## config.mk

```make
export PLATFORM = sky130hd
export DESIGN_NAME = pbfa_front
export DESIGN_NICKNAME = d
export VERILOG_FILES = /design/src/hw/rtl/pbfa_pkg.sv /design/src/hw/rtl/pbfa_front.sv
export SDC_FILE = /design/constraint.sdc
export NUM_CORES = 1
export LEC_CHECK = 0
export ABC_AREA = 1
export ABC_CLOCK_PERIOD_IN_PS = 6300
export BUFFER_PORTS_ARGS = -buffer_cell sky130_fd_sc_hd__buf_4
export CAP_MARGIN = 20
export CORE_MARGIN = 2
export CORE_UTILIZATION = 33
export CTS_CLUSTER_DIAMETER = 200
export DETAILED_ROUTE_END_ITERATION = 16
export GPL_ROUTABILITY_DRIVEN = 0
export PLACE_DENSITY_LB_ADDON = 0.3
export SLEW_MARGIN = 20
export SYNTH_ARGS = -nofsm -noshare
export SYNTH_HDL_FRONTEND = slang
export SYNTH_SLANG_ARGS = --single-unit
```

## constraint.sdc

```tcl
create_clock -name clk -period 6.3 [get_ports clk]
set_input_delay 0.315 -clock clk [delete_from_list [all_inputs] [get_ports clk]]
set_output_delay 0.315 -clock clk [all_outputs]
set_load 0.005 [all_outputs]
```

## src/hw/rtl/pbfa_pkg.sv

```systemverilog
`timescale 1ns / 1ps
// pbfa_pkg: shared constants, codes and packed types of the pixel box filter accumulator
// depends on nothing; every other file but pbfa_ram uses it by scoped names

package pbfa_pkg;

    // pixel store geometry
    localparam int PIXEL_STORE_DEPTH = 65536;
    localparam int ADDR_W            = $clog2(PIXEL_STORE_DEPTH);

    // field widths
    localparam int COORD_W  = 10;
    localparam int WIDTH_W  = 11;
    localparam int ROW_W    = COORD_W + WIDTH_W;
    localparam int IDX_W    = ROW_W + 1;
    localparam int CHAN_W   = 24;
    localparam int SUM_W    = 40;
    localparam int COUNT_W  = 16;
    localparam int NUM_CHAN = 3;

    // 255.0 in unsigned 16.8
    localparam logic [CHAN_W-1:0]  CLAMP_LIMIT = 24'd65280;
    localparam logic [COUNT_W-1:0] COUNT_MAX   = '1;

    // configuration port
    localparam int CFG_INDEX_W = 2;
    localparam int CFG_DATA_W  = WIDTH_W;
    localparam logic [CFG_INDEX_W-1:0] REG_IMAGE_WIDTH  = 2'd0;
    localparam logic [CFG_INDEX_W-1:0] REG_CLAMP_ENABLE = 2'd1;
    localparam logic [WIDTH_W-1:0]     IMAGE_WIDTH_RESET = 11'd256;

    // command queue between front and back
    localparam int CMDQ_DEPTH = 2;
    localparam int CMDQ_PTR_W = $clog2(CMDQ_DEPTH);

    // divider: the quotient never exceeds a channel, so the top of the sum seeds the remainder
    localparam int QUO_W     = CHAN_W;
    localparam int REM_W     = SUM_W - QUO_W;
    localparam int DIV_STEPS = QUO_W;
    localparam int DIV_CNT_W = $clog2(DIV_STEPS + 1);

    typedef enum logic {
        REQ_ADD  = 1'b0,
        REQ_READ = 1'b1
    } req_kind_t;

    typedef enum logic [1:0] {
        ST_OK           = 2'd0,
        ST_NO_SAMPLES   = 2'd1,
        ST_OUT_OF_RANGE = 2'd2
    } status_t;

    typedef enum logic [2:0] {
        BK_CLEAR,
        BK_IDLE,
        BK_LOOKUP,
        BK_DIVIDE,
        BK_REPLY
    } back_state_t;

    typedef struct packed {
        req_kind_t           req_type;
        logic [COORD_W-1:0]  pixel_x;
        logic [COORD_W-1:0]  pixel_y;
        logic [CHAN_W-1:0]   red_in;
        logic [CHAN_W-1:0]   green_in;
        logic [CHAN_W-1:0]   blue_in;
    } pbfa_req_t;

    typedef struct packed {
        logic [CHAN_W-1:0]   red_avg;
        logic [CHAN_W-1:0]   green_avg;
        logic [CHAN_W-1:0]   blue_avg;
        logic [COUNT_W-1:0]  sample_total;
        status_t             status;
    } pbfa_res_t;

    // classified request as it travels through the command queue
    typedef struct packed {
        req_kind_t                        kind;
        logic                             in_range;
        logic [ADDR_W-1:0]                addr;
        logic [NUM_CHAN-1:0][CHAN_W-1:0]  chan;
    } pbfa_cmd_t;

    // one pixel entry of the store
    typedef struct packed {
        logic [NUM_CHAN-1:0][SUM_W-1:0]  sum;
        logic [COUNT_W-1:0]              count;
    } pbfa_entry_t;

    localparam int ENTRY_W = $bits(pbfa_entry_t);

endpackage

```

## src/hw/rtl/pbfa_front.sv

```systemverilog
`timescale 1ns / 1ps
// pbfa_front: configuration registers and request classification
// depends on pbfa_pkg; feeds the command queue

module pbfa_front (
    input  logic                                 clk,
    input  logic                                 rst_n,
    input  logic                                 cfg_we,
    input  logic [pbfa_pkg::CFG_INDEX_W-1:0]     cfg_index,
    input  logic [pbfa_pkg::CFG_DATA_W-1:0]      cfg_data,
    input  pbfa_pkg::pbfa_req_t                  req_item,
    output pbfa_pkg::pbfa_cmd_t                  cmd
);

    logic [pbfa_pkg::WIDTH_W-1:0] image_width_reg, image_width_next;
    logic                         clamp_enable_reg, clamp_enable_next;
    logic [pbfa_pkg::ROW_W-1:0]   row_base;
    logic [pbfa_pkg::IDX_W-1:0]   pixel_idx;
    logic [pbfa_pkg::NUM_CHAN-1:0][pbfa_pkg::CHAN_W-1:0] raw_chan;

    // register writes
    always_comb
    begin
        image_width_next  = image_width_reg;
        clamp_enable_next = clamp_enable_reg;
        if (cfg_we)
        begin
            case (cfg_index)
                pbfa_pkg::REG_IMAGE_WIDTH:  image_width_next  = cfg_data;
                pbfa_pkg::REG_CLAMP_ENABLE: clamp_enable_next = cfg_data[0];
                default: ;
            endcase
        end
    end

    always_ff @(posedge clk or negedge rst_n)
    begin
        if (!rst_n)
        begin
            image_width_reg  <= pbfa_pkg::IMAGE_WIDTH_RESET;
            clamp_enable_reg <= 1'b1;
        end
        else
        begin
            image_width_reg  <= image_width_next;
            clamp_enable_reg <= clamp_enable_next;
        end
    end

    // linear pixel index and range check
    assign row_base  = pbfa_pkg::ROW_W'(req_item.pixel_y) * pbfa_pkg::ROW_W'(image_width_reg);
    assign pixel_idx = pbfa_pkg::IDX_W'(row_base) + pbfa_pkg::IDX_W'(req_item.pixel_x);

    assign raw_chan[0] = req_item.red_in;
    assign raw_chan[1] = req_item.green_in;
    assign raw_chan[2] = req_item.blue_in;

    // command build, with optional saturation at 255.0
    always_comb
    begin
        cmd.kind     = req_item.req_type;
        cmd.in_range = pixel_idx < pbfa_pkg::IDX_W'(pbfa_pkg::PIXEL_STORE_DEPTH);
        cmd.addr     = pixel_idx[pbfa_pkg::ADDR_W-1:0];
        for (int c = 0; c < pbfa_pkg::NUM_CHAN; c++)
        begin
            if (clamp_enable_reg && (raw_chan[c] > pbfa_pkg::CLAMP_LIMIT))
            begin
                cmd.chan[c] = pbfa_pkg::CLAMP_LIMIT;
            end
            else
            begin
                cmd.chan[c] = raw_chan[c];
            end
        end
    end

endmodule

```

* Word-level counts from Yosys, hierarchy flattened
Cells that the tools add are included.
** Cells by class
- Magnitude comparators :: 4
- Add/sub/neg operators :: 1
- Reductions and logical operators :: 6
- Multipliers :: 1
- Muxes and demuxes :: 3
- Equality and inequality tests :: 1
** Operator list (count)
- 24-bit by 16-bit greater-than comparator with 1-bit output, second input constant :: 3
- 24-bit two-way mux :: 3
- 21-bit by 10-bit adder with 22-bit output :: 1
- 22-bit by 17-bit < comparator with 1-bit output, second input constant :: 1
- 10-bit by 11-bit multiplier with 21-bit output :: 1
- 2-bit AND reduction :: 2
- 1-bit logical AND :: 3
- 2-bit by 1-bit equality test with 1-bit output, second input constant :: 1
- 2-bit logical NOT :: 1
** Word-level totals
- Output and inout bits :: 90
- Bits of input ports :: 109
- Flip-flop bits (word level) :: 12

* Depth between registers and ports, before layout
Gate-level depths: netlist of run 1.
- Depth in word-level cells :: 3
- Depth in mapped cells :: 27
- Gate-level depth less buffers :: 26

* Least setup slack after synthesis of run 1
No wires, ideal clock.
- Path kind :: register to output
- From :: register image_width_reg[8] in the netlist's numbering
- To :: output port cmd[88] in the netlist's numbering
- Arrival time :: 4.678 ns
- Slack :: 1.307 ns
- Cell stages (with the launch flop) :: 21
- Required time :: 5.985 ns
- Path buffers :: 1
- Cells stage by stage :: dfstp_2 > clkbuf_1 > nand2_1 > fa_1 > inv_1 > fa_1 > inv_1 > fa_1 > fa_1 > fa_1 > inv_1 > ha_1 > nand2_1 > inv_1 > a21oi_1 > nand3_1 > nand2_1 > nand2_1 > nand2_1 > nand4_1 > nor2_2
** RTL lines
- from (decl) :: line pbfa_front.sv:15 : logic [pbfa_pkg::WIDTH_W-1:0] image_width_reg, image_width_next;
- from (signal assigned) :: line pbfa_front.sv:40 : image_width_reg <= pbfa_pkg::IMAGE_WIDTH_RESET;
- from (signal assigned) :: line pbfa_front.sv:45 : image_width_reg <= image_width_next;
- to (decl) :: line pbfa_front.sv:12 : output pbfa_pkg::pbfa_cmd_t cmd

==> key figures, run 1 <==
Clock tree
  • Clk_lat worst skew: 240 ps
  • Clk sinks: 12
  • Clk slew on worst S/H paths: 50 ps
  • CTS tree: yes
  • CTS Buf Count: 3
  • Post-CTS sizing: 0
  • H-tree levels: 1
  • CTS root buffer: clkbuf_16
  • Clock buffer depth: 2

Outcome
  • Status: finished clean

Drt
  • Total Wirelength: 16300 µm
  • DR vias/cell: 4.36
  • Drt first pass iters: 4
  • DR WL/cell: 12.9 µm
  • Initial DRC Count: 242
  • Vias post-DR: 5506
  • Antenna-violating nets left: 0
  • DRC: 0

Floorplan
  • DIE AREA: 18600 µm²
  • Die W: 136 µm
  • # IOs: 199
  • Chip height: 136 µm
  • Initial Util: 33.6%
  • Std-Cell Rows: 48
  • Core Box Area: 17200 µm²

Yosys
  • Seq/Total Area, Yosys: 5.25%
  • Post-synth EDFFs: 0
  • Multiplexer share of the synthesized area: 1.95%
  • Synth Flop Type: dfrtp_1
  • Ys async rst share: 100%
  • Distinct cell type count after synthesis: 35
  • Seq cells post-synth: 12
  • Largest family of logic cells by synthesized area: adder cells
  • Post-Synthesis Cell Area: 5770 µm²
  • Adder-Cell Fraction of Synth Area: 41.8%
  • Post-synthesis xor/xnor area fraction: 1.82%
  • Simple-gate share of the synthesized area: 26.6%
  • Mapped Nets: 1116
  • Syn avg cell area: 6.69 µm²
  • Compound-cell area share of the yosys netlist: 2.58%
  • Mapped Cells: 863
  • Synthesis Warnings: 0

Finish
  • Diode count: 0
  • Fillers: 1813
  • Max reg flops: 11
  • Synthesis-to-layout area growth: 30.3%
  • Share of cells above drive strength 1: 24.2%
  • Nets@finish: 1293
  • Cell area after layout: 7510 µm²
  • Final non-filler cell total: 1264

Timing
  • Final min period: 5540 ps
  • Relative slew slack: 61.8%
  • Final hold viol count: 0
  • Final period util: 87.9%
  • FMAX: 181 MHz
  • Setup violations, final: 0
  • Actual slew at the worst max-slew pin: 572 ps
  • RSZ-0062 raised after global routing: no
  • Hold_ws: 300 ps
  • Total Neg Setup Slack: 0 ps
  • Max-slew violation count: 0
  • Clock skew: 0 ps

Worst setup path
  • Worst Path Required: 5980 ps
  • CP Cell Sequence: nand2_1 -> fa_1 -> fa_1 -> inv_1 -> fa_1 -> fa_1 -> inv_1 -> fa_1 -> inv_1 -> ha_1 -> nand2_2 -> inv_1 -> a21oi_1 -> nand2_1 -> a21oi_1 -> o21bai_2 -> xor2_1 -> buf_4
  • Critical Path Start Type: flip-flop
  • Slowest cell on crit path: dfrtp_1
  • Critical Path Fanout Max: 11
  • Critical path class: reg2out
  • Worst stage delay on the critical path: 570 ps
  • CP endpoint kind: output pin
  • Reg2Reg Setup Slack: 5330 ps
  • CP dominant cell by count: fa_1
  • Crit path DAT: 5220 ps

Placed design
  • IO Port Bufs: 196
  • Inst Count DP: 1259
  • DP HPWL: 14500 µm
  • Placed Area: 7420 µm²

Global route
  • Number of global-route vias before repair: 5263
  • Total GRT Usage: 17.5%
  • First-pass GRT wire length: 25800 µm
  • Initial antenna violation count: 0
  • Largest net degree at the start of global routing: 17
  • Total global routing overflow: 0

Job
  • Max-cap violations: 0

Worst hold path
  • Hold Path Class: in2reg
## through the flow
| step | util [%] | setup WS, ps |
|---|---|---|
| 5_1_grt | 43.8 | 383 |
| 4_1_cts | 43.8 | 719 |
| 3_5_place_dp | 43.2 | 1020 |
| 6_report | 43.8 | 762 |
| 2_1_floorplan | - | 1310 |
| 3_3_place_gp | 43.2 | 1040 |
## worst max-delay path: cells and delay by family, from the launching register on
kind	cells	cell delay [ps]
adder cells (fa/ha/maj)	6	3040
flip-flops	1	570
AO/OA/AOI/OAI	3	470
AND/OR/NAND/NOR	3	370
buffers and inverters	5	360
XOR/XNOR	1	160
## path summary, 6_finish.rpt
path                                                start                             end  depth (start not counted)
setup / recovery           image_width_reg[0]$_DFFE_PN0P_                         cmd[87]                         18
hold / removal                                cfg_data[3]  image_width_reg[3]$_DFFE_PN0P_                          2
setup reg to reg           image_width_reg[7]$_DFFE_PN0P_  image_width_reg[7]$_DFFE_PN0P_                          1
hold reg to reg              clamp_enable_reg$_DFFE_PN1P_    clamp_enable_reg$_DFFE_PN1P_                          2
max in group asynchronous                           rst_n    clamp_enable_reg$_DFFE_PN1P_                          2
min in group asynchronous                           rst_n  image_width_reg[7]$_DFFE_PN0P_                          2
## final cells by class
class	instances	area [µm²]	share of cell area [%]
clock buffers	4	88.8	1.18
well taps	225	282	3.75
repair buffers	198	1490	19.8
inverters	278	1040	13.9
multi-input cells	547	4310	57.3
flip-flops and latches	12	303	4.03
## timing repair
action / 4_1_cts / 5_1_grt
hold buffers: 1 / 0
buffers inserted: 0 / 0
hold endpoints to repair: 10 / 0
## placed cells by master, fill, tap and decap left out, types with 9 or more instances in the layout
| master | n |
|---|---|
| a21oi_1 | 15 |
| buf_4 | 197 |
| dfrtp_1 | 10 |
| fa_1 | 81 |
| ha_1 | 63 |
| inv_1 | 266 |
| inv_2 | 11 |
| mux2_2 | 10 |
| nand2_1 | 228 |
| nand2_2 | 12 |
| nand3_1 | 9 |
| nand4_1 | 18 |
| nor2_1 | 63 |
## layer usage
layer | GRT usage [%] | routed length (µm) | up-vias
li1 | - | - | 2809
met1 | 21.9 | 6790 | 2536
met3 | 1.79 | 903 | 15
met4 | 2.78 | 199 | 0
met2 | 32.7 | 8370 | 146
met5 | 0 | 0 | -
## cell usage after synthesis (5+ instances only)
library cell	number	area, µm²
a21oi_1	15	75.1
clkbuf_1	21	78.8
dfrtp_1	10	250
fa_1	81	1620
ha_1	63	788
inv_1	266	998
inv_2	11	41.3
mux2_2	10	113
nand2_1	228	856
nand2_2	12	75.1
nand3_1	9	45.0
nand3b_1	5	37.5
nand4_1	18	113
nor2_1	63	236
nor2_2	7	43.8
xnor2_1	6	52.6
xor2_1	6	52.6
## kinds of logic (layout without fill, tap and decap cells)
kind of cell	count (synthesis)	count (layout)
compound gates	25	25
flops	12	12
buf+inv	304	480
mux	10	10
xor+xnor	12	12
simple gates	356	356
fa+ha+maj	144	144
Power of run 1 is not shown: default switching activity piles up to over one toggle a cycle in this logic, so the estimate is an artifact.
==> inputs of run 2 (changes only) <==
--- a/config.mk
+++ b/config.mk
@@ -6,7 +6,7 @@
 export NUM_CORES = 1
 export LEC_CHECK = 0
 export ABC_AREA = 1
-export ABC_CLOCK_PERIOD_IN_PS = 6300
+export ABC_CLOCK_PERIOD_IN_PS = 4400
 export BUFFER_PORTS_ARGS = -buffer_cell sky130_fd_sc_hd__buf_4
 export CAP_MARGIN = 20
 export CORE_MARGIN = 2
==> constraint.sdc (replaced) <==
create_clock -name clk -period 4.4 [get_ports clk]
set_input_delay 0.22 -clock clk [delete_from_list [all_inputs] [get_ports clk]]
set_output_delay 0.22 -clock clk [all_outputs]
set_load 0.005 [all_outputs]
==> run 2 against run 1 <==
Net effect:
- the flow now finishes with violations (negative setup slack)
- via count is 7.7% higher
- cell count is 7.4% higher
- worst setup slack worse by 1400 ps
- die area stayed put
- critical path depth is 2 higher
- global-route usage is 1.2 points higher
- clock-buffer cell count stayed put
- worst hold slack worse by 92 ps
- wire length is 9.5% higher
- design area is 16% higher
- clock skew stayed put
- first-iteration DRC count is 20% lower
- critical path type unchanged
- critical endpoint is now cmd[88]
==> key figures, run 2 (synthesis results as in run 1) <==
Floorplan
  • Std-Cell Rows: 48
  • Initial Util: 33.6%
  • Die W: 136 µm
  • # IOs: 199
  • Chip height: 136 µm
  • Core Box Area: 17200 µm²
  • DIE AREA: 18600 µm²

Worst setup path
  • R2r startpoint: image_width_reg[4]$_DFFE_PN0P_
  • Critical R2R Capture: image_width_reg[4]$_DFFE_PN0P_
  • R2R depth: 4
  • Crit path DAT: 4840 ps
  • Critical path class: reg2out
  • CP endpoint kind: output pin
  • Worst stage delay on the critical path: 600 ps
  • Slowest cell on crit path: dfstp_2
  • CP Buf/Inv Count: 5
  • Reg2Reg Setup Slack: 3180 ps
  • Worst Path Required: 4180 ps
  • Worst path top cell family by delay: adder cells
  • Critical Path Fanout Max: 6
  • CP Cell Sequence: nand2_2 -> fa_1 -> inv_1 -> fa_1 -> inv_2 -> fa_1 -> fa_1 -> fa_1 -> inv_2 -> ha_4 -> nand2_4 -> nor2_4 -> buf_4 -> nand3b_1 -> nand2_1 -> nand2_1 -> nand2_1 -> nand4_1 -> nor2_2 -> buf_4
  • Critical Path Start Type: flip-flop
  • CP dominant cell by count: fa_1

Finish
  • Fillers: 1738
  • Most common cell after layout, fill and taps aside: buf_4
  • Multi-input gate area in the final layout: 4760 µm²
  • Nets@finish: 1383
  • Final core occ: 50.9%
  • Synthesis-to-layout area growth: 51.5%
  • Commonest cells after routing, fill and taps aside: 271 x buf_4, 244 x inv_1, 203 x nand2_1
  • Max reg flops: 11
  • Share of cells above drive strength 1: 38.4%
  • Seq. cell area: 312 µm²

Outcome
  • Status: finished, violations left
  • Failing checks: negative setup slack

Drt
  • Antenna-violating nets left: 0
  • DR WL/cell: 13.1 µm
  • Initial DRC Count: 194
  • Total Wirelength: 17800 µm
  • DRC: 0
  • Vias post-DR: 5932
  • Drt first pass iters: 5
  • DR vias/cell: 4.37

Timing
  • Relative slew slack: 65.5%
  • FMAX: 198 MHz
  • Actual slew at the worst max-slew pin: 516 ps
  • Final period util: 115%
  • Clock skew: 0 ps
  • Slack of the critical path: -659 ps
  • Max-slew violation count: 0
  • Final min period: 5060 ps
  • Final hold viol count: 0
  • RSZ-0062 raised after global routing: yes
  • Setup violations, final: 10

Global route
  • Total GRT Usage: 18.7%
  • Total global routing overflow: 0
  • First-pass GRT wire length: 27500 µm
  • Initial antenna violation count: 3
  • Number of global-route vias before repair: 5880
  • Largest net degree at the start of global routing: 17

Clock tree
  • CTS root buffer: clkbuf_16
  • H-tree levels: 1
  • Clk sinks: 12
  • Clk_lat worst skew: 240 ps
  • Clk slew on worst S/H paths: 50 ps
  • CTS Buf Count: 3
  • Clock buffer depth: 2
  • CTS tree: yes

Worst hold path
  • Hold Path Class: in2reg
  • Hold Path Cell Cnt: 2
  • Min-Delay Endpoint: image_width_reg[5]$_DFFE_PN0P_
  • Hold_sp: cfg_data[5]

Job
  • Max-cap violations: 0

Placed design
  • IO Port Bufs: 196
  • DP HPWL: 15800 µm
## run 2: changes by cell type in the layout (fill, tap and decap cells not counted), moves of 12 or more
cell	change
ha_1	-15
buf_6	+14
nand2_4	+13
inv_1	-22
ha_4	+12
buf_4	+74
nand2_1	-25
inv_2	+21
## run 2: cell type report
class | count | share of cell area, %
Tap cell | 225 | 3.22
Inverter | 278 | 12.0
Timing Repair Buffer | 288 | 25.7
Sequential cell | 12 | 3.56
Multi-Input combinational cell | 547 | 54.5
Antenna cell | 3 | 0.0859
Clock buffer | 4 | 1.02
## run 2: worst reg2reg max path: stages (launching register included)
cell     delay [ps]
dfrtp_2         460
buf_6           140
buf_6           120
buf_4           130
mux2_2          260
## run 2: timing repair
item,CTS,global route
pin swaps,40,60
buffers inserted,13,10
endpoints found under the hold margin,10,0
gates cloned,0,0
setup endpoints to repair,12,12
gates resized for setup,57,59
hold buffers,1,0
## run 2: through the flow
| stage | cells | hold slack (ps) | setup TNS [ps] | setup slack (ps) | instance area, µm² |
|---|---|---|---|---|---|
| after CTS | 1348 | 207 | -4110 | -616 | 8510 |
| after global routing | 1357 | 212 | -6210 | -872 | 8740 |
| after detailed placement | 1333 | 70.4 | -3120 | -498 | 8120 |
| final | 1357 | 209 | -4450 | -659 | 8740 |
| after floorplan | 863 | -75.6 | -132 | -94.8 | 5950 |
| after global placement | 1333 | 69.0 | -2910 | -480 | 8120 |
## run 2: how the worst max path moves through the flow
stage,startpoint,to,slack (ps),cells past startpoint
2_1_floorplan,image_width_reg[3]$_DFFE_PN0P_,cmd[88],-90,22
3_3_place_gp,image_width_reg[5]$_DFFE_PN0P_,cmd[88],-480,20
3_5_place_dp,image_width_reg[5]$_DFFE_PN0P_,cmd[88],-500,20
4_1_cts,image_width_reg[8]$_DFFE_PN1P_,cmd[88],-620,20
5_1_grt,image_width_reg[4]$_DFFE_PN0P_,cmd[88],-870,23
6_report,image_width_reg[8]$_DFFE_PN1P_,cmd[88],-660,20
## run 2: per-layer routing
metal  routed length (µm)  vias to the layer above  track usage, %
met5                    0                        -               0
met4                  339                        0            4.63
li1                     -                     2988               -
met1                 6740                     2767            21.1
met2                 9660                      162            36.0
met3                 1070                       15            3.06
Power of run 2 is left out for the same reason.
