--- src/hw/rtl/pbfa_pkg.sv ---
`timescale 1ns / 1ps
// pbfa_pkg: shared constants, codes and packed types of the pixel box filter accumulator
// depends on nothing; every other file but pbfa_ram uses it by scoped names

package pbfa_pkg;

    // pixel store geometry
    localparam int PIXEL_STORE_DEPTH = 65536;
    localparam int ADDR_W            = $clog2(PIXEL_STORE_DEPTH);

    // field widths
    localparam int COORD_W  = 10;
    localparam int WIDTH_W  = 11;
    localparam int ROW_W    = COORD_W + WIDTH_W;
    localparam int IDX_W    = ROW_W + 1;
    localparam int CHAN_W   = 24;
    localparam int SUM_W    = 40;
    localparam int COUNT_W  = 16;
    localparam int NUM_CHAN = 3;

    // 255.0 in unsigned 16.8
    localparam logic [CHAN_W-1:0]  CLAMP_LIMIT = 24'd65280;
    localparam logic [COUNT_W-1:0] COUNT_MAX   = '1;

    // configuration port
    localparam int CFG_INDEX_W = 2;
    localparam int CFG_DATA_W  = WIDTH_W;
    localparam logic [CFG_INDEX_W-1:0] REG_IMAGE_WIDTH  = 2'd0;
    localparam logic [CFG_INDEX_W-1:0] REG_CLAMP_ENABLE = 2'd1;
    localparam logic [WIDTH_W-1:0]     IMAGE_WIDTH_RESET = 11'd256;

    // command queue between front and back
    localparam int CMDQ_DEPTH = 2;
    localparam int CMDQ_PTR_W = $clog2(CMDQ_DEPTH);

    // divider: the quotient never exceeds a channel, so the top of the sum seeds the remainder
    localparam int QUO_W     = CHAN_W;
    localparam int REM_W     = SUM_W - QUO_W;
    localparam int DIV_STEPS = QUO_W;
    localparam int DIV_CNT_W = $clog2(DIV_STEPS + 1);

    typedef enum logic {
        REQ_ADD  = 1'b0,
        REQ_READ = 1'b1
    } req_kind_t;

    typedef enum logic [1:0] {
        ST_OK           = 2'd0,
        ST_NO_SAMPLES   = 2'd1,
        ST_OUT_OF_RANGE = 2'd2
    } status_t;

    typedef enum logic [2:0] {
        BK_CLEAR,
        BK_IDLE,
        BK_LOOKUP,
        BK_DIVIDE,
        BK_REPLY
    } back_state_t;

    typedef struct packed {
        req_kind_t           req_type;
        logic [COORD_W-1:0]  pixel_x;
        logic [COORD_W-1:0]  pixel_y;
        logic [CHAN_W-1:0]   red_in;
        logic [CHAN_W-1:0]   green_in;
        logic [CHAN_W-1:0]   blue_in;
    } pbfa_req_t;

    typedef struct packed {
        logic [CHAN_W-1:0]   red_avg;
        logic [CHAN_W-1:0]   green_avg;
        logic [CHAN_W-1:0]   blue_avg;
        logic [COUNT_W-1:0]  sample_total;
        status_t             status;
    } pbfa_res_t;

    // classified request as it travels through the command queue
    typedef struct packed {
        req_kind_t                        kind;
        logic                             in_range;
        logic [ADDR_W-1:0]                addr;
        logic [NUM_CHAN-1:0][CHAN_W-1:0]  chan;
    } pbfa_cmd_t;

    // one pixel entry of the store
    typedef struct packed {
        logic [NUM_CHAN-1:0][SUM_W-1:0]  sum;
        logic [COUNT_W-1:0]              count;
    } pbfa_entry_t;

    localparam int ENTRY_W = $bits(pbfa_entry_t);

endpackage

--- src/hw/rtl/pbfa_cmdq.sv ---
`timescale 1ns / 1ps
// pbfa_cmdq: short command queue that decouples the front from the back
// depends on pbfa_pkg

module pbfa_cmdq (
    input  logic                 clk,
    input  logic                 rst_n,
    input  logic                 wr_en,
    input  pbfa_pkg::pbfa_cmd_t  wr_cmd,
    input  logic                 rd_en,
    output pbfa_pkg::pbfa_cmd_t  rd_cmd,
    output logic                 q_full,
    output logic                 q_empty
);

    pbfa_pkg::pbfa_cmd_t               slot_reg [pbfa_pkg::CMDQ_DEPTH];
    logic [pbfa_pkg::CMDQ_PTR_W-1:0]   wr_ptr_reg, wr_ptr_next;
    logic [pbfa_pkg::CMDQ_PTR_W-1:0]   rd_ptr_reg, rd_ptr_next;
    logic [pbfa_pkg::CMDQ_PTR_W:0]     count_reg, count_next;

    assign q_full  = count_reg == (pbfa_pkg::CMDQ_PTR_W + 1)'(pbfa_pkg::CMDQ_DEPTH);
    assign q_empty = count_reg == '0;
    assign rd_cmd  = slot_reg[rd_ptr_reg];

    // pointer and fill bookkeeping
    always_comb
    begin
        wr_ptr_next = wr_ptr_reg;
        rd_ptr_next = rd_ptr_reg;
        count_next  = count_reg;
        if (wr_en)
        begin
            wr_ptr_next = (wr_ptr_reg == pbfa_pkg::CMDQ_PTR_W'(pbfa_pkg::CMDQ_DEPTH - 1))
                        ? '0 : wr_ptr_reg + 1'b1;
        end
        if (rd_en)
        begin
            rd_ptr_next = (rd_ptr_reg == pbfa_pkg::CMDQ_PTR_W'(pbfa_pkg::CMDQ_DEPTH - 1))
                        ? '0 : rd_ptr_reg + 1'b1;
        end
        if (wr_en && !rd_en)
        begin
            count_next = count_reg + 1'b1;
        end
        else if (rd_en && !wr_en)
        begin
            count_next = count_reg - 1'b1;
        end
    end

    always_ff @(posedge clk or negedge rst_n)
    begin
        if (!rst_n)
        begin
            wr_ptr_reg <= '0;
            rd_ptr_reg <= '0;
            count_reg  <= '0;
        end
        else
        begin
            wr_ptr_reg <= wr_ptr_next;
            rd_ptr_reg <= rd_ptr_next;
            count_reg  <= count_next;
        end
    end

    // slot storage
    always_ff @(posedge clk)
    begin
        if (wr_en)
        begin
            slot_reg[wr_ptr_reg] <= wr_cmd;
        end
    end

endmodule

--- config.mk ---
export PLATFORM = sky130hd
export DESIGN_NAME = pbfa_cmdq
export DESIGN_NICKNAME = d
export VERILOG_FILES = /design/src/hw/rtl/pbfa_pkg.sv /design/src/hw/rtl/pbfa_cmdq.sv
export SDC_FILE = /design/constraint.sdc
export NUM_CORES = 1
export LEC_CHECK = 0
export BUFFER_PORTS_ARGS = -buffer_cell sky130_fd_sc_hd__buf_2
export CELL_PAD_IN_SITES_DETAIL_PLACEMENT = 2
export CELL_PAD_IN_SITES_GLOBAL_PLACEMENT = 2
export CORE_MARGIN = 5
export CORE_UTILIZATION = 38
export DETAILED_ROUTE_END_ITERATION = 7
export HOLD_SLACK_MARGIN = 0.1
export PLACE_DENSITY = 0.86
export REMOVE_ABC_BUFFERS = 1
export SYNTH_ARGS = -nofsm -noshare
export SYNTH_HDL_FRONTEND = slang
export SYNTH_SLANG_ARGS = --single-unit
--- constraint.sdc ---
create_clock -name clk -period 5.4 [get_ports clk]
set_input_delay 0.27 -clock clk [delete_from_list [all_inputs] [get_ports clk]]
set_output_delay 0.27 -clock clk [all_outputs]
set_load 0.05 [all_outputs]
-- After elaboration in Yosys (flattened, before gate mapping)
Memory sizes are Yosys's and may differ from the RTL's.
Index checks and enable logic that the tools add are counted.
- register bits: 4
- latch bits: 0
- bits in writable memories: 180
- ROM bits: 0
- output and inout port bits: 92
- word-level logic and storage cells: 21
- memories kept: 1
- memory list (memory ; words ; bits a word ; rd ports ; clocked after Yosys merged registers in ; write ports ; line ; RTL):
    slot_reg ; 2 ; 90 ; 1 ; 0 ; 1 ; pbfa_cmdq.sv:16 ; pbfa_pkg::pbfa_cmd_t slot_reg [pbfa_pkg::CMDQ_DEPTH];
- add/subtract/negate cells: 4
- multipliers: 0
- divide/modulo/power cells: 0
- $lt $le $gt $ge: 0
- equal/unequal tests: 1
- shifts and indexed selects: 0
- muxes and demuxes: 6
- bitwise logic cells: 0
- reductions and logical operators: 6
- operators by type and width (kind ; count):
    two-way mux 1 bit ; 4
    two-way mux 2 bit ; 2
    adder 1 bit, second input constant ; 2
    adder 2 x 1 -> 2 bit, second input constant ; 1
    == test 2 bit, second input constant ; 1
    logical AND 1 bit ; 2
    zero test 1 bit ; 2
    zero test 2 bit ; 1
    nonzero test 2 bit ; 1
    subtractor 2 x 1 -> 2 bit, second input constant ; 1

-- Longest topological paths before layout
Gate-level depths: netlist of the first run.
- depth in word-level cells: 4
- mapped depth: 5
- mapped depth without buffers: 5

-- Worst setup path after synthesis of the first run
No wires, ideal clock.
- path kind: reg2reg
- start point: reg wr_ptr_reg
- end point: mem slot_reg[0][0] (netlist bit), enable pin
- setup time: 0.550 ns
- arrival: 4.389 ns
- slack: 0.461 ns
- stages on the path, launching flop included: 2
- buffers on the path: 0
- path through: dfrtp_1 nor2b_1
- RTL lines (element ; line ; RTL):
    from (decl) ; pbfa_cmdq.sv:17 ; logic [pbfa_pkg::CMDQ_PTR_W-1:0] wr_ptr_reg, wr_ptr_next;
    from (signal assigned) ; pbfa_cmdq.sv:61 ; wr_ptr_reg <= wr_ptr_next;
    to (decl) ; pbfa_cmdq.sv:16 ;
Straight into the memory's write port.

==> summary.md, run 1 <==
| Metric | Value |
|---|---|
| MaxCap Viol Count | 0 |
| Post-Synthesis Cells | 296 |
| Detailed-placement wirelength estimate | 10900 microns |
| Metal1 wirelength | 6390 microns |
| Setup repair after global routing missed its margin | false |
| Synth Area in Compound Gates | 0% |
| Total of endpoints with negative setup slack in the final report | 0 |
| LEAKAGE | 3.53 nW |
| Floorplan row count | 48 |
| Met2 WL post-DR | 9720 microns |
| Cell chain of the critical path | buf_4 -> mux2_2 -> buf_2 |
| Top layer used by detailed routing | met5 |
| Global-route congestion overflow total | 0 |
| Post-route minimum period | 2.84 ns |
| Accumulated negative setup slack | 0 ns |
| CP max FO | 62 |
| Register-to-Register Setup Slack | 3.00 ns |
| Most common cell after layout, fill and taps aside | sky130_fd_sc_hd__buf_2 |
| Required time at the endpoint of the critical path | 5.13 ns |
| Switching Share | 41.3% |
| Core Region | 17400 sq um |
| Worst Setup Path Type | reg -> out |
| Hold Crit Class | in -> async |
| Peak clock frequency supported by timing | 352 MHz |
| Count of unique library cells instantiated by Yosys | 12 |
| Max-slew headroom at the worst pin | 18.6% |
| Commonest cells after routing, fill and taps aside | 185 x sky130_fd_sc_hd__buf_2, 180 x sky130_fd_sc_hd__edfxtp_1, 93 x sky130_fd_sc_hd__dlygate4sd3_1 |
| Largest family of logic cells by synthesized area | multiplexers |
| Slowest-stage cell, CP | sky130_fd_sc_hd__buf_4 |
| Placement Setup Slack | 2.93 ns |
| Synth warnings | 0 |
| Pwr dens | 572 nW/um^2 |
| Die outline width | 143 microns |
| Worst Setup End Kind | output pin |
| Power share of the combinational group | 40.3% |
| Initial drt markers | 204 |
| Multiplexer area fraction after synthesis | 15.0% |
| Routed length on met3 | 981 microns |
| Placer Congestion | 0.715 |
| Actual slew at the worst max-slew pin | 1.22 ns |
| Final-stage net count | 681 |
| Final worst-path setup slack | 2.56 ns |
| Buffer type at the clock tree root | sky130_fd_sc_hd__clkbuf_16 |
| Global-route usage over all layers | 17.4% |
| Fraction of layout instances using a drive strength above 1 | 51.8% |
| Average cell area after synthesis | 22.8 sq um |
| Die Height | 143 microns |
| Number of primary I/O pins | 186 |
| Crit path largest cell delay | 0.72 ns |
| Count of port buffers added during placement | 185 |
| DIE AREA | 20500 sq um |
| Xor/xnor share of the synthesized area | 0.650% |
| DRC viols | 0 |
| Clock buffer count from CTS | 17 |
| Number of routed nets with antenna violations | 0 |
| Vias per inst | 4.59 |
| Number of cells upsized or downsized after cts | 0 |
| Share of synthesized area occupied by flip-flops and latches | 81.7% |
| Area growth, synth to finish | 38.5% |
| Drt first pass iters | 4 |
| Total wirelength of the detailed-routed design | 17300 microns |
| Antenna Cells | 0 |
| Status | finished, final reports clean |
| Clock Sinks | 184 |
| Portion of total power attributed to the clock network | 21.7% |
| Switching power | 2.21 mW |
| Crit path DAT | 2.57 ns |
| Internal cell power | 3.13 mW |
| Buffers and inverters on the worst path | 2 |
| # fillers | 1517 |
| First-pass GRT wire length | 26000 microns |
| Peak supply drop | 0.000308 V |
| Number of storage elements in the synthesis netlist | 184 |
| Total Power | 5.34 mW |
| Maximum number of pins on one net before global-route repair | 91 |
| Area share of fa/ha/maj cells after synthesis | 0.186% |
| Total number of vias | 3783 |
| Summed instance area of the synthesized netlist | 6740 sq um |
| Initial antenna violation count | 1 |
| Clock tree skew after final layout | 0.00993 ns |
| Part of the power in registers | 38.0% |
| Worst-case clock buffer depth | 2 |
| Initial cell density of the core | 38.8% |
| Number of flip-flops in the largest register | 180 |
| Clock-pin slew of the registers on the worst-case setup and hold paths | 0.07 ns |
| Finished Core Util | 53.8% |
| Post-Synth Simple-Gate Area | 0.390% |
| Number of levels in the clock H-tree | 4 |
| Clock tree from TritonCTS | done |
| Final Hold Vio Count | 0 |
| Kind of cell adding the most delay to the critical path | buffers and inverters |
| Vias in the first global route | 4543 |
| Post-detailed-route wirelength per cell | 21.0 microns |
| Period Utilization, post-route | 52.5% |
| Critical Path Start Type | flip-flop |
| Max-slew violation total from the final report | 0 |
| Worst skew pair latency | 0.42 ns |
synth_stat cells:
cell / count / area, sq um
sky130_fd_sc_hd__edfxtp_1: 180 / 5410
sky130_fd_sc_hd__mux2_2: 90 / 1010
sky130_fd_sc_hd__clkbuf_8: 9 / 124
sky130_fd_sc_hd__dfrtp_1: 4 / 100
sky130_fd_sc_hd__xor2_1: 4 / 35.0
sky130_fd_sc_hd__nor2_1: 2 / 7.51
sky130_fd_sc_hd__nor2b_1: 2 / 12.5
sky130_fd_sc_hd__and2_1: 1 / 6.26
sky130_fd_sc_hd__buf_6: 1 / 11.3
sky130_fd_sc_hd__ha_1: 1 / 12.5
sky130_fd_sc_hd__inv_1: 1 / 3.75
sky130_fd_sc_hd__xnor2_1: 1 / 8.76
kinds of logic (layout without fill, tap and decap cells):
group | after synthesis | after routing
flip-flops | 184 | 184
multiplexers | 90 | 90
buffers and inverters | 11 | 314
XOR/XNOR | 5 | 5
AND/OR/NAND/NOR | 5 | 5
adder cells (fa/ha/maj) | 1 | 1
final timing paths:
kind	startpoint	end	cells after the start
worst max-delay path	rd_ptr_reg	rd_cmd[29]	3
worst min-delay path	rst_n	wr_ptr_reg	2
worst max register to register	wr_ptr_reg	slot_reg[0][82]	2
worst min register to register	count_reg[1]	count_reg[1]	1
max in group asynchronous	rst_n	rd_ptr_reg	2
min in group clk	count_reg[1]	count_reg[1]	1
per-stage QoR:
stage                     instance area (sq um)  std cells  hold WS, ns
final                                      9340        824        0.217
after global routing                       9340        824        0.208
after global placement                     7850        699       0.0789
after CTS                                  9340        824        0.157
after floorplan                            6610        286      -0.0256
after detailed placement                   7850        699       0.0901
cell type report:
cell class | instances | area (sq um) | share of cell area (%)
Clock inverter | 14 | 126 | 1.35
Timing Repair Buffer | 281 | 1880 | 20.1
Multi-Input combinational cell | 101 | 1110 | 11.8
Sequential cell | 184 | 5510 | 59.0
Clock buffer | 18 | 429 | 4.60
Inverter | 1 | 3.75 | 0.0402
Tap cell | 225 | 282 | 3.02
routing by layer:
layer  track usage, %  up-vias
li1                 -     1754
met1             18.6     1880
met2             33.2      125
met3             5.06       22
met4             5.00        2
met5                0        -
power groups by stage:
| stage | combinational (mW) | clock [mW] | sequential, mW |
|---|---|---|---|
| finish | 2.15 | 1.16 | 2.03 |
| global route | 2.25 | 1.27 | 2.06 |
| CTS | 2.18 | 1.19 | 2.03 |
| detailed placement | 2.12 | 0 | 2.06 |
| global placement | 2.08 | 0 | 2.03 |
| floorplan | 1.58 | 0 | 2.09 |
repair_timing:
item,4_1_cts,5_1_grt
buffers inserted,0,0
hold buffers,93,0
hold endpoints to repair,186,0
(Power assumes the default switching activity.)
==> run 2, diff against run 1 <==
==> constraint.sdc (replaced) <==
create_clock -name clk -period 2.8 [get_ports clk]
set_input_delay 0.14 -clock clk [delete_from_list [all_inputs] [get_ports clk]]
set_output_delay 0.14 -clock clk [all_outputs]
set_load 0.05 [all_outputs]
==> run 2 against run 1 <==
Hold slack better by 0.23 ns. Worst setup slack worse by 1.9 ns. Critical path depth unchanged. Non-clock buffer count increased by 4.
==> summary.md, run 2 (synthesis gave the netlist of run 1 again) <==
| Metric | Value |
|---|---|
| Status | finished, final reports clean (unchanged) |
| Drt first pass iters | 5 (was 4) |
| Storage element area | 5510 sq um (unchanged) |
| Most common cell after layout, fill and taps aside | sky130_fd_sc_hd__buf_2 (unchanged) |
| # fillers | 1551 (was 1517) |
| Post-detailed-route wirelength per cell | 21.5 microns (was 21.0 microns) |
| Total wirelength of the detailed-routed design | 17800 microns (was 17300 microns) |
| Placed cell area | 7900 sq um (was 7850 sq um) |
| Peak supply drop | 0.000737 V (was 0.000308 V) |
| Final-stage net count | 685 (was 681) |
| Number of placed cells counting well taps | 702 (was 699) |
| Worst Setup End Kind | output pin (unchanged) |
| Area growth, synth to finish | 39.4% (was 38.5%) |
| Slowest-stage cell, CP | sky130_fd_sc_hd__dfrtp_4 (was sky130_fd_sc_hd__buf_4) |
| Buffers and inverters on the worst path | 2 (unchanged) |
| Count of port buffers added during placement | 185 (unchanged) |
| Peak clock frequency supported by timing | 460 MHz |
| Max-slew headroom at the worst pin | 56.5% (was 18.6%) |
| Clock tree skew after final layout | 0.0110 ns (was 0.00993 ns) |
| Accumulated negative setup slack | 0 ns (unchanged) |
| Kind of cell adding the most delay to the critical path | buffers and inverters (unchanged) |
| Switching Share | 41.5% (was 41.3%) |
| Initial antenna violation count | 1 (unchanged) |
| Total of endpoints with negative setup slack in the final report | 0 (unchanged) |
| First-pass GRT wire length | 26700 microns (was 26000 microns) |
| Setup repair after global routing missed its margin | false (unchanged) |
| Total Power | 10.4 mW (was 5.34 mW) |
| Vias in the first global route | 4628 (was 4543) |
| Pwr dens | 1110 nW/um^2 (was 572 nW/um^2) |
| Crit path DAT | 2.03 ns (was 2.57 ns) |
| Fraction of layout instances using a drive strength above 1 | 51.7% (was 51.8%) |
| Crit path largest cell delay | 0.60 ns (was 0.72 ns) |
| Clock tree from TritonCTS | done (unchanged) |
| Worst skew pair latency | 0.42 ns (about the same) |
| MaxCap Viol Count | 0 (unchanged) |
| CP max FO | 25 (was 62) |
| Number of primary I/O pins | 186 (unchanged) |
| Final hold slack | 0.446 ns (was 0.217 ns) |
| Multi-input gate area in the final layout | 1110 sq um (unchanged) |
| Initial cell density of the core | 38.8% (unchanged) |
| Floorplan row count | 48 (unchanged) |
| Portion of total power attributed to the clock network | 21.7% (about the same) |
| Number of levels in the clock H-tree | 4 (unchanged) |
| Die Height | 143 microns (unchanged) |
| DRC viols | 0 (unchanged) |
| Worst Setup Path Type | reg -> out (unchanged) |
| Cell chain of the critical path | buf_4 -> mux2_2 -> buf_2 (unchanged) |
| Maximum number of pins on one net before global-route repair | 51 (was 91) |
| DIE AREA | 20500 sq um (unchanged) |
| Number of routed nets with antenna violations | 0 (unchanged) |
| Initial drt markers | 165 (was 204) |
| Clock buffer count from CTS | 17 (unchanged) |
| LEAKAGE | 3.56 nW (was 3.53 nW) |
| Non-filler instance count after layout | 829 (was 824) |
| Actual slew at the worst max-slew pin | 0.653 ns (was 1.22 ns) |
| Total number of vias | 3838 (was 3783) |
| Buffer type at the clock tree root | sky130_fd_sc_hd__clkbuf_16 (unchanged) |
| Number of flip-flops in the largest register | 180 (unchanged) |
| Core Region | 17400 sq um (unchanged) |
| Post-route minimum period | 2.17 ns |
| Part of the power in registers | 37.4% (was 38.0%) |
| Switching power | 4.32 mW (was 2.21 mW) |
| Clock Sinks | 184 (unchanged) |
| Placer Congestion | 0.733 (was 0.715) |
| Clock-pin slew of the registers on the worst-case setup and hold paths | 0.07 ns (about the same) |
| Detailed-placement wirelength estimate | 11100 microns (was 10900 microns) |
| Area of all placed cells without fillers | 9390 sq um (was 9340 sq um) |
| Vias per inst | 4.63 (was 4.59) |
| Period Utilization, post-route | 77.6% |
| Global-route congestion overflow total | 0 (unchanged) |
| Global-route usage over all layers | 17.6% (was 17.4%) |
| Max-slew violation total from the final report | 0 (unchanged) |
| Commonest cells after routing, fill and taps aside | 185 x sky130_fd_sc_hd__buf_2, 180 x sky130_fd_sc_hd__edfxtp_1, 94 x sky130_fd_sc_hd__dlygate4sd3_1 (was 185 x sky130_fd_sc_hd__buf_2, 180 x sky130_fd_sc_hd__edfxtp_1, 93 x sky130_fd_sc_hd__dlygate4sd3_1) |
| Worst-case clock buffer depth | 2 (unchanged) |
| Hold Crit Class | in -> reg (was in -> async) |
| Power share of the combinational group | 40.9% (was 40.3%) |
| Critical Path Start Type | flip-flop (unchanged) |
| Required time at the endpoint of the critical path | 2.66 ns (was 5.13 ns) |
| Final Hold Vio Count | 0 (unchanged) |
| Internal cell power | 6.08 mW (was 3.13 mW) |
| Die outline width | 143 microns (unchanged) |
run 2: cell count changes in the layout (fill, tap and decap cells not counted):
cell                            delta
sky130_fd_sc_hd__buf_12            +2
sky130_fd_sc_hd__buf_4             +1
sky130_fd_sc_hd__clkinv_1          +1
sky130_fd_sc_hd__clkinv_2          -1
sky130_fd_sc_hd__clkinv_4          -2
sky130_fd_sc_hd__clkinvlp_4        +1
sky130_fd_sc_hd__diode_2           +1
sky130_fd_sc_hd__dlygate4sd3_1     +1
sky130_fd_sc_hd__inv_6             +1
run 2: worst register-to-register path: stages (launching register included):
cell and delay (ns):
sky130_fd_sc_hd__dfrtp_1 0.44, sky130_fd_sc_hd__and2_4 0.42, sky130_fd_sc_hd__buf_4 0.44
run 2: layout make-up:
type                    count  area share [%]
flip-flops and latches    184            58.7
repair buffers            285            20.6
multi-input cells         101            11.8
clock buffers              18            4.57
well taps                 225            3.00
clock inverters            14            1.32
inverters                   1          0.0400
diodes                      1          0.0266
run 2: final timing paths:
path	from	end	slack [ns]	cells past startpoint
worst max register to register	wr_ptr_reg	slot_reg[1][63]	1.16	2
max in group asynchronous	rst_n	rd_ptr_reg	1.93	3
worst min-delay path	wr_cmd[48]	slot_reg[1][48]	0.45	2
worst min register to register	count_reg[1]	count_reg[1]	0.56	1
worst max-delay path	rd_ptr_reg	rd_cmd[23]	0.63	3
min in group asynchronous	rst_n	count_reg[0]	0.66	3
run 2: timing repair:
item,in CTS,in global routing
endpoints found under the hold margin,186,0
resized for setup,0,0
hold buffers,94,0
buffers inserted,0,0
run 2: power by group through the flow:
| stage | Clock, mW | Sequential, mW | Combinational (mW) |
|---|---|---|---|
| final | 2.26 | 3.89 | 4.25 |
| after global routing | 2.47 | 3.93 | 4.45 |
| after CTS | 2.29 | 3.88 | 4.28 |
| after detailed placement | 0 | 3.94 | 4.16 |
| after global placement | 0 | 3.88 | 4.06 |
| after floorplan | 0 | 4.03 | 3.05 |
run 2: layer usage:
metal  vias to the layer above  part of all wire (%)  global-route usage (%)
met5                         -                     0                       0
met4                         0                   1.3                    5.05
met3                        15                   5.2                    4.12
met2                       130                    57                    34.1
met1                      1925                    37                    19.0
li1                       1768                     -                       -
run 2: metrics by stage:
stage	setup slack (ns)	util (%)
floorplan	-2.14	-
global placement	1.13	45.5
detailed placement	1.06	45.5
CTS	0.602	54.1
global route	0.535	54.1
finish	0.627	54.1
==> run 3, diff against run 2 <==
==> constraint.sdc (replaced) <==
create_clock -name clk -period 2.1 [get_ports clk]
set_input_delay 0.105 -clock clk [delete_from_list [all_inputs] [get_ports clk]]
set_output_delay 0.105 -clock clk [all_outputs]
set_load 0.05 [all_outputs]
==> run 3 against run 2 <==
Final cell count fell by 0.12%. Worst setup slack got worse by 0.42 ns. First-iteration DRC count rose by 6.1%. Clock skew up 0.00060 ns. Via count grew 1.0%. Register-to-register slack got worse by 0.57 ns. Clock-buffer cell count did not move. Clock power up 43%. Wire length up 7.6%. Sequential cell count unchanged. Global-route usage up 1.2 points. Critical endpoint is now rd_cmd[43]. Largest cell class unchanged.
==> summary.md, run 3 (synthesis gave the netlist of run 1 again) <==
| Metric | Value |
|---|---|
| Post-CTS setup repair buffer count | 0 (unchanged) |
| Crit path DAT | 1.79 ns (was 2.03 ns) |
| Worst-case clock buffer depth | 2 (unchanged) |
| Count of cells along the worst register-to-register path | 2 (unchanged) |
| Die Height | 143 microns (unchanged) |
| Worst Setup Path Type | reg -> out (unchanged) |
| Storage element area | 5510 sq um (unchanged) |
| Fraction of layout instances using a drive strength above 1 | 52.2% (was 51.7%) |
| Total Power | 14.3 mW (was 10.4 mW) |
| Floorplan row count | 48 (unchanged) |
| Placement Setup Slack | 0.496 ns (was 1.06 ns) |
| Period Utilization, post-route | 90.3% |
| Global-route usage over all layers | 18.8% (was 17.6%) |
| Number of routed nets with antenna violations | 0 (unchanged) |
| Peak supply drop | 0.000944 V (was 0.000737 V) |
| Count of port buffers added during placement | 185 (unchanged) |
| DIE AREA | 20500 sq um (unchanged) |
| Required time at the endpoint of the critical path | 2.00 ns (was 2.66 ns) |
| Hold Crit Class | in -> reg (unchanged) |
| Clock buffer count from CTS | 17 (unchanged) |
| First-pass GRT wire length | 28000 microns (was 26700 microns) |
| Number of levels in the clock H-tree | 4 (unchanged) |
| CP max FO | 45 (was 25) |
| Worst Setup End Kind | output pin (unchanged) |
| # fillers | 1518 (was 1551) |
| Post-route minimum period | 1.90 ns |
| Number of flip-flops in the largest register | 180 (unchanged) |
| Multi-input gate area in the final layout | 1110 sq um (unchanged) |
| Clock Sinks | 184 (unchanged) |
| Global-route congestion overflow total | 0 (unchanged) |
| Vias in the first global route | 4545 (was 4628) |
| DRC viols | 0 (unchanged) |
| Final-stage net count | 685 (unchanged) |
| Area of all placed cells without fillers | 9480 sq um (was 9390 sq um) |
| Crit Reg-Reg Startpoint | wr_ptr_reg (unchanged) |
| Switching power | 5.92 mW (was 4.32 mW) |
| Placed cell area | 7910 sq um (was 7900 sq um) |
| Placer Congestion | 0.701 (was 0.733) |
| Antenna Cells | 0 (was 1) |
| Clock tree skew after final layout | 0.0116 ns (was 0.0110 ns) |
| Slowest-stage cell, CP | sky130_fd_sc_hd__dfrtp_4 (unchanged) |
| Part of the power in registers | 36.0% (was 37.4%) |
| Portion of total power attributed to the clock network | 22.7% (was 21.7%) |
| Total wirelength of the detailed-routed design | 19200 microns (was 17800 microns) |
| Commonest cells after routing, fill and taps aside | 185 x sky130_fd_sc_hd__buf_2, 180 x sky130_fd_sc_hd__edfxtp_1, 94 x sky130_fd_sc_hd__dlygate4sd3_1 (unchanged) |
| Pwr dens | 1500 nW/um^2 (was 1110 nW/um^2) |
| Maximum number of pins on one net before global-route repair | 92 (was 51) |
| Die outline width | 143 microns (unchanged) |
| Status | finished, final reports clean (unchanged) |
| Final worst-path setup slack | 0.204 ns (was 0.627 ns) |
| Final Hold Vio Count | 0 (unchanged) |
| Power share of the combinational group | 41.2% (was 40.9%) |
| Critical Path Start Type | flip-flop (unchanged) |
| Accumulated negative setup slack | 0 ns (unchanged) |
| Kind of cell adding the most delay to the critical path | buffers and inverters (unchanged) |
| Initial cell density of the core | 38.8% (unchanged) |
| Actual slew at the worst max-slew pin | 0.579 ns (was 0.653 ns) |
| Critical Path Source | rd_ptr_reg (unchanged) |
| Drt first pass iters | 4 (was 5) |
| Buffer type at the clock tree root | sky130_fd_sc_hd__clkbuf_16 (unchanged) |
| Peak clock frequency supported by timing | 528 MHz |
| Area growth, synth to finish | 40.6% (was 39.4%) |
| Cell chain of the critical path | clkbuf_16 -> mux2_2 -> buf_2 (was buf_4 -> mux2_2 -> buf_2) |
| Core Region | 17400 sq um (unchanged) |
| Worst skew pair latency | 0.42 ns (about the same) |
| Internal cell power | 8.33 mW (was 6.08 mW) |
| Worst hold stages | 2 (unchanged) |
| Clock tree from TritonCTS | done (unchanged) |
| Initial antenna violation count | 0 (was 1) |
| LEAKAGE | 3.61 nW (was 3.56 nW) |
| Max-slew headroom at the worst pin | 61.4% (was 56.5%) |
| Hold Path End | slot_reg[0][47] (was slot_reg[1][48]) |
| Post-detailed-route wirelength per cell | 23.2 microns (was 21.5 microns) |
| MaxCap Viol Count | 0 (unchanged) |
| Switching Share | 41.5% (about the same) |
| Total of endpoints with negative setup slack in the final report | 0 (unchanged) |
| Max-slew violation total from the final report | 0 (unchanged) |
| Clock-pin slew of the registers on the worst-case setup and hold paths | 0.07 ns (about the same) |
| Most common cell after layout, fill and taps aside | sky130_fd_sc_hd__buf_2 (unchanged) |
| Number of primary I/O pins | 186 (unchanged) |
| Vias per inst | 4.68 (was 4.63) |
| Register-to-Register Setup Slack | 0.59 ns (was 1.16 ns) |
| Hold Path Origin | wr_cmd[47] (was wr_cmd[48]) |
| Endpoint of the worst register-to-register path | slot_reg[1][72] (was slot_reg[1][63]) |
| Detailed-placement wirelength estimate | 10700 microns (was 11100 microns) |
| Total number of vias | 3878 (was 3838) |
| Final hold slack | 0.406 ns (was 0.446 ns) |
| Initial drt markers | 175 (was 165) |
| Buffers and inverters on the worst path | 2 (unchanged) |
| Setup repair after global routing missed its margin | false (unchanged) |
| Crit path largest cell delay | 0.45 ns (was 0.60 ns) |
-- run 3: cell types whose count changed in the layout (fill, tap and decap cells not counted), moves of 2 or more --
cell	delta
sky130_fd_sc_hd__inv_8	+3
sky130_fd_sc_hd__clkinv_2	+2
sky130_fd_sc_hd__buf_4	-3
sky130_fd_sc_hd__clkinv_1	-3
sky130_fd_sc_hd__clkinv_4	-2
sky130_fd_sc_hd__clkinvlp_4	-2
-- run 3: worst reg2reg max path, cell delays in order, from the launching register on --
cell and delay (ns):
sky130_fd_sc_hd__dfrtp_1 0.43, sky130_fd_sc_hd__and2_4 0.43, sky130_fd_sc_hd__buf_12 0.29
-- run 3: worst max path at each step --
stage	end	slack (ns)	cells after the start
finish	rd_cmd[43]	0.20	3
detailed placement	rd_cmd[8]	0.50	3
floorplan	slot_reg[0][0]	-2.84	1
global placement	rd_cmd[38]	0.52	3
CTS	rd_cmd[8]	0.03	3
global route	rd_cmd[76]	0.15	3
-- run 3: timing repair --
item	in CTS	in global routing
gates resized for setup	0	1
hold buffers	94	0
endpoints found under the hold margin	186	0
endpoints found under the setup margin	0	31
-- run 3: power by group through the flow --
stage / Clock, mW / Sequential [mW] / Combinational (mW)
after CTS: 3.30 / 5.10 / 5.81
after global routing: 3.52 / 5.18 / 6.14
after global placement: 0 / 5.09 / 5.54
final: 3.24 / 5.14 / 5.88
after floorplan: 0 / 5.37 / 4.07
after detailed placement: 0 / 5.17 / 5.65
-- run 3: layout make-up --
cell class / instances / area share [%]
clock buffer: 18 / 4.53
tap: 225 / 2.97
timing repair buffer: 285 / 21.0
clock inverter: 14 / 1.72
inverter: 1 / 0.0396
sequential: 184 / 58.1
multi-input combinational: 101 / 11.7
-- run 3: stage by stage --
| step | std cells | util, % |
|---|---|---|
| floorplan | 286 | - |
| global placement | 701 | 45.6 |
| detailed placement | 701 | 45.6 |
| CTS | 827 | 54.4 |
| global route | 828 | 54.6 |
| finish | 828 | 54.6 |
-- run 3: layer usage --
| layer | part of all wire (%) | routed length, microns | track usage [%] | up-vias |
|---|---|---|---|---|
| li1 | - | - | - | 1763 |
| met5 | 0 | 0 | 0 | - |
| met4 | 1.2 | 226 | 4.95 | 0 |
| met3 | 4.2 | 801 | 4.15 | 17 |
| met1 | 37 | 7020 | 20.3 | 1970 |
| met2 | 58 | 11100 | 36.8 | 128 |
